$ cat src/hdl/stereo_audio_spatializer_top_assert.svh
// Assertion macros for the spatializer top level.
// Depends on nothing; included by stereo_audio_spatializer_top.sv.
`ifndef STEREO_AUDIO_SPATIALIZER_TOP_ASSERT_SVH
`define STEREO_AUDIO_SPATIALIZER_TOP_ASSERT_SVH

// same-cycle implication
`define SSP_ASSERT_IMPLY(label, clk, rst, ante, cons) \
   label: assert property (@(posedge clk) disable iff (rst) (ante) |-> (cons)) \
      else $error("spatializer implication check failed");

// next-cycle implication
`define SSP_ASSERT_NEXT(label, clk, rst, ante, cons) \
   label: assert property (@(posedge clk) disable iff (rst) (ante) |=> (cons)) \
      else $error("spatializer next-cycle check failed");

`endif

$ cat src/hdl/ssp_isqrt.sv
// Pipelined floor square root, one result bit per stage.
// No dependencies.
module ssp_isqrt #(
   parameter int IW = 64
) (
   input  logic            clock,
   input  logic [IW-1:0]   x_i,
   output logic [IW/2-1:0] root_o
);

   localparam int RW    = IW / 2;
   localparam int REM_W = RW + 3;

   logic [IW-1:0]    x_ff    [RW];
   logic [REM_W-1:0] rem_ff  [RW];
   logic [RW-1:0]    root_ff [RW];

   for (genvar s = 0; s < RW; s++) begin : g_stage
      logic [IW-1:0]    x_cur, x_in;
      logic [REM_W-1:0] rem_cur, rem_sh, trial, rem_in;
      logic [RW-1:0]    root_cur, root_in;

      if (s == 0) begin : g_head
         assign x_cur    = x_i;
         assign rem_cur  = '0;
         assign root_cur = '0;
      end else begin : g_tail
         assign x_cur    = x_ff[s-1];
         assign rem_cur  = rem_ff[s-1];
         assign root_cur = root_ff[s-1];
      end

      // bring down two bits, try 4r+1
      assign rem_sh = {rem_cur[REM_W-3:0], x_cur[IW-1 -: 2]};
      assign trial  = {1'b0, root_cur, 2'b01};
      assign x_in   = {x_cur[IW-3:0], 2'b00};

      always_comb begin
         if (rem_sh >= trial) begin
            rem_in  = rem_sh - trial;
            root_in = {root_cur[RW-2:0], 1'b1};
         end else begin
            rem_in  = rem_sh;
            root_in = {root_cur[RW-2:0], 1'b0};
         end
      end

      always_ff @(posedge clock) begin
         x_ff[s]    <= x_in;
         rem_ff[s]  <= rem_in;
         root_ff[s] <= root_in;
      end
   end

   assign root_o = root_ff[RW-1];

endmodule

$ cat config.mk
export PLATFORM = sky130hd
export DESIGN_NAME = ssp_isqrt
export DESIGN_NICKNAME = d
export VERILOG_FILES = /design/src/hdl/stereo_audio_spatializer_top_assert.svh /design/src/hdl/ssp_isqrt.sv
export SDC_FILE = /design/constraint.sdc
export NUM_CORES = 2
export LEC_CHECK = 0
export BUFFER_PORTS_ARGS = -buffer_cell sky130_fd_sc_hd__buf_4
export CAP_MARGIN = 20
export CORE_MARGIN = 10
export CORE_UTILIZATION = 45
export CTS_CLUSTER_SIZE = 30
export DETAILED_ROUTE_END_ITERATION = 8
export PLACE_DENSITY = 0.57
export SLEW_MARGIN = 20
export SYNTH_ARGS = -nofsm -noshare
export SYNTH_HDL_FRONTEND = slang
export SYNTH_MEMORY_MAX_BITS = 65536
export SYNTH_SLANG_ARGS = --single-unit
$ cat constraint.sdc
create_clock -name clock -period 5.33 [get_ports clock]
set_input_delay 0.7995 -clock clock [delete_from_list [all_inputs] [get_ports clock]]
set_output_delay 0.7995 -clock clock [all_outputs]
set_load 0.005 [all_outputs]
==> key figures <==
Logic synthesis
  • Top cells by area, synth: dfxtp_1 (54%), ha_1 (7.7%), xnor2_1 (4.0%), xor2_1 (3.5%), a21oi_1 (3.1%)
  • Seq/Total Area, Yosys: 54.43%
  • Mapped Area: approximately 0.09 mm^2
  • Predominant post-synthesis flop cell: dfxtp_1
  • Syn Inst Count: around 9000
  • EDFF count, synth: 0
  • Mean Syn Cell Area: 10.17 um^2
  • Mapped Nets: approximately 9600
  • Commonest cells post-synth: dfxtp_1 (2494), inv_1 (720), a21oi_1 (567)
  • Largest area contributor in the netlist: dfxtp_1
  • Asr flop ratio synth: 0%
  • Synth unique cells: 83
  • Seq cells post-synth: 2494
  • Count leader, synth: dfxtp_1
  • YS warnings: 0
  • Synth top area share: 54.43%

Timing
  • Min Clock Period, post-route: 4.199 ns
  • Hold Vio Cnt, Final: 0
  • Fin worst setup slack: ~1.1 ns
  • Period utilisation layout: 78.78%
  • RSZ-0062 raised after global routing: no
  • Clock Skews: 0.04339 ns
  • # setup viols final: 0
  • Tightest Pin Transition: approximately 1.0 ns
  • Max Transition Viols Final: 0
  • Setup tns final: 0 ns
  • Slew HR: 30.48%
  • Fmax: 238.2 MHz

Placement
  • Port-buffer cells: 96
  • Detailed Place HPWL: approximately 150000 um
  • Pre-CTS setup slack: 1.251 ns
  • GP Congestion: between 0.8 and 0.9

Global routing
  • Number of antenna violations at the first check in global routing: 3
  • Met2 Usage GRT: 31.01%
  • Largest net degree at the start of global routing: 53
  • Gr busiest metal: met2
  • First-pass GRT wire length: ~320000 um
  • GR Overflow Total: 0
  • Met3 usage: 2.666%
  • GRT Util Overall: 17.65%
  • Vias in the first global route: 61740
  • Met1 usage: 21.79%

Routing
  • Via Count: 62410
  • Routed length per placed instance: 16.56 um
  • Iteration-0 DRC Markers: 3920
  • DRC violations left: 0
  • Initial DRT Pass Iterations: 6
  • Via density: 5.122
  • Routed Antenna Nets: 0
  • Routed WL: 201800 um

Floorplan
  • Ports: 97
  • FP Rows: 165
  • Die X: 471.5 um
  • Die area: 0.2223 mm^2
  • Core area: around 0.20 mm^2
  • Die Y: 471.5 um
  • Starting Density: a little under half

Setup path
  • Critical Path Most Common Cell: nand3_1
  • Startpoint type of the worst setup path: flip-flop
  • Cell count along the critical path: 13
  • CP peak stage delay: 0.68 ns
  • Critical path endpoint category: flip-flop
  • Critical Path Fanout Max: 27
  • CP cell instances: inv_1, ha_1, nand3_1, nor3_1, nand3_1, o21ai_0, buf_4, a21oi_1, o41ai_1, a41oi_1, o21ai_2, buf_12, mux2_2
  • Max stage delay cell, worst path: o41ai_1
  • Worst r2r path cells: 13
  • CP Data Required Time: 6.11 ns
  • Number of buffer and inverter stages on the critical path: 3
  • WP data arrival: 4.98 ns
  • Crit path max-delay family: compound AO/OA/AOI/OAI gates
  • Setup CP Type: reg2reg

CTS
  • PostCTS Resize Cnt: 0
  • Root buf cell: clkbuf_16
  • CTS sink count: roughly 2500
  • CTS max path bufs: 4
  • # H-tree levels: 5
  • Worst skew pair latency: 0.91 ns
  • Reg clk slew, reported paths: 0.06 ns
  • Inserted Clock Buffers: 277
  • Postcts setup bufs: 0
  • CTS tree: done

Worst hold path
  • Worst Hold Class: in2reg
  • Hold depth: 2

Power
  • Peak supply drop: 0.4027 mV
  • Leakage Power: a little under 0.05 uW
  • Overall power: 51660 uW
  • Pwr/cell area: 490.7 mW/mm^2

Run
  • MaxCap Viol Count: 0

Layout
  • Share of cells above drive strength 1: 8.215%
  • Synth-to-Final Area Change: 14.76%
  • Filler Cell Count: 18280
  • Number of nets in the layout: 9938

Run status
  • Status: finished clean
[layer usage]
layer / wire length (um) / share of wire (%)
met1: 89320 / 44
met2: 97810 / 48
met3: 7878 / 3.9
met4: 6841 / 3.4
met5: 0 / 0
[where the power goes]
group / switching (uW) / internal, uW
Combinational: 4660 / 3960
Clock: 7240 / 11600
Sequential: 2430 / 21800
[flip-flops by register name (all words and copies together), names as in the netlist]
signal and cells:
x_ff 992, rem_ff 974, root_ff 528
[worst register-to-register path: cells and delay by family (launching register included)]
family                   cells  cell delay (ns)
AO/OA/AOI/OAI                5             1.82
AND/OR/NAND/NOR              3             0.70
buffers and inverters        3             0.49
multiplexers                 1             0.39
adder cells (fa/ha/maj)      1             0.38
flip-flops                   1             0.32
[layout make-up]
| type | count | area (um^2) | share of cell area [%] |
|---|---|---|---|
| Antenna cell | 6 | 15.01 | 0.01426 |
| Clock buffer | 375 | 7879 | 7.484 |
| Sequential cell | 2494 | 49930 | 47.43 |
| Clock inverter | 99 | 1279 | 1.215 |
| Timing Repair Buffer | 185 | 1572 | 1.493 |
| Tap cell | 2672 | 3343 | 3.176 |
| Multi-Input combinational cell | 5633 | 38550 | 36.62 |
| Inverter | 721 | 2706 | 2.571 |
[timing repair]
item	4_1_cts	5_1_grt
hold buffers	63	0
hold endpoints to repair	63	0
setup endpoints to repair	0	0
[cells in the final DEF, fill, tap and decap left out, types with 63 or more instances in the layout]
cell type / Yosys / layout
nand3_1: 138 / 138
nand2b_1: 126 / 126
dfxtp_1: 2494 / 2494
mux2_2: 137 / 137
nand4_1: 97 / 97
nor4_1: 128 / 127
inv_1: 720 / 720
o21a_1: 112 / 112
a21oi_1: 567 / 565
xnor2_1: 415 / 415
ha_1: 561 / 561
clkbuf_16: 0 / 284
a21o_1: 215 / 215
buf_4: 2 / 120
or3_1: 98 / 98
dlygate4sd3_1: 0 / 63
nor3_1: 213 / 213
nand2_1: 556 / 556
nor2_1: 558 / 554
xor2_1: 367 / 367
o21ai_0: 465 / 464
nor2b_1: 104 / 104
[path summary, 6_finish.rpt]
check        slack (ns)            start             end
min reg2reg        0.28     x_ff[0][482]    x_ff[0][546]
max                1.13  root_ff[1][428]  rem_ff[1][495]
max reg2reg        1.13  root_ff[1][428]  rem_ff[1][495]
min                 0.1          x_i[63]   root_ff[0][0]
[metrics by stage]
step | hold slack, ns | area [um^2] | util, % | cells
finish | 0.09837 | 105300 | 51.98 | 12190
global route | 0.06244 | 105300 | 51.98 | 12180
floorplan | 0.3096 | 91730 | - | 9022
CTS | 0.02667 | 105200 | 51.97 | 12180
detailed placement | 0.3121 | 95460 | 47.13 | 11640
global placement | 0.3095 | 95460 | 47.13 | 11640
[kinds of logic after synthesis]
kind of cell / after synthesis / share of synthesized area, %
buffers and inverters: 895 / 3.680
AO/OA/AOI/OAI: 1829 / 12.35
adder cells (fa/ha/maj): 561 / 7.652
other: 1 / 0.004088
multiplexers: 148 / 1.802
XOR/XNOR: 782 / 7.467
AND/OR/NAND/NOR: 2312 / 12.62
flip-flops: 2494 / 54.43
No activity file was read; power rests on OpenSTA's default activity.
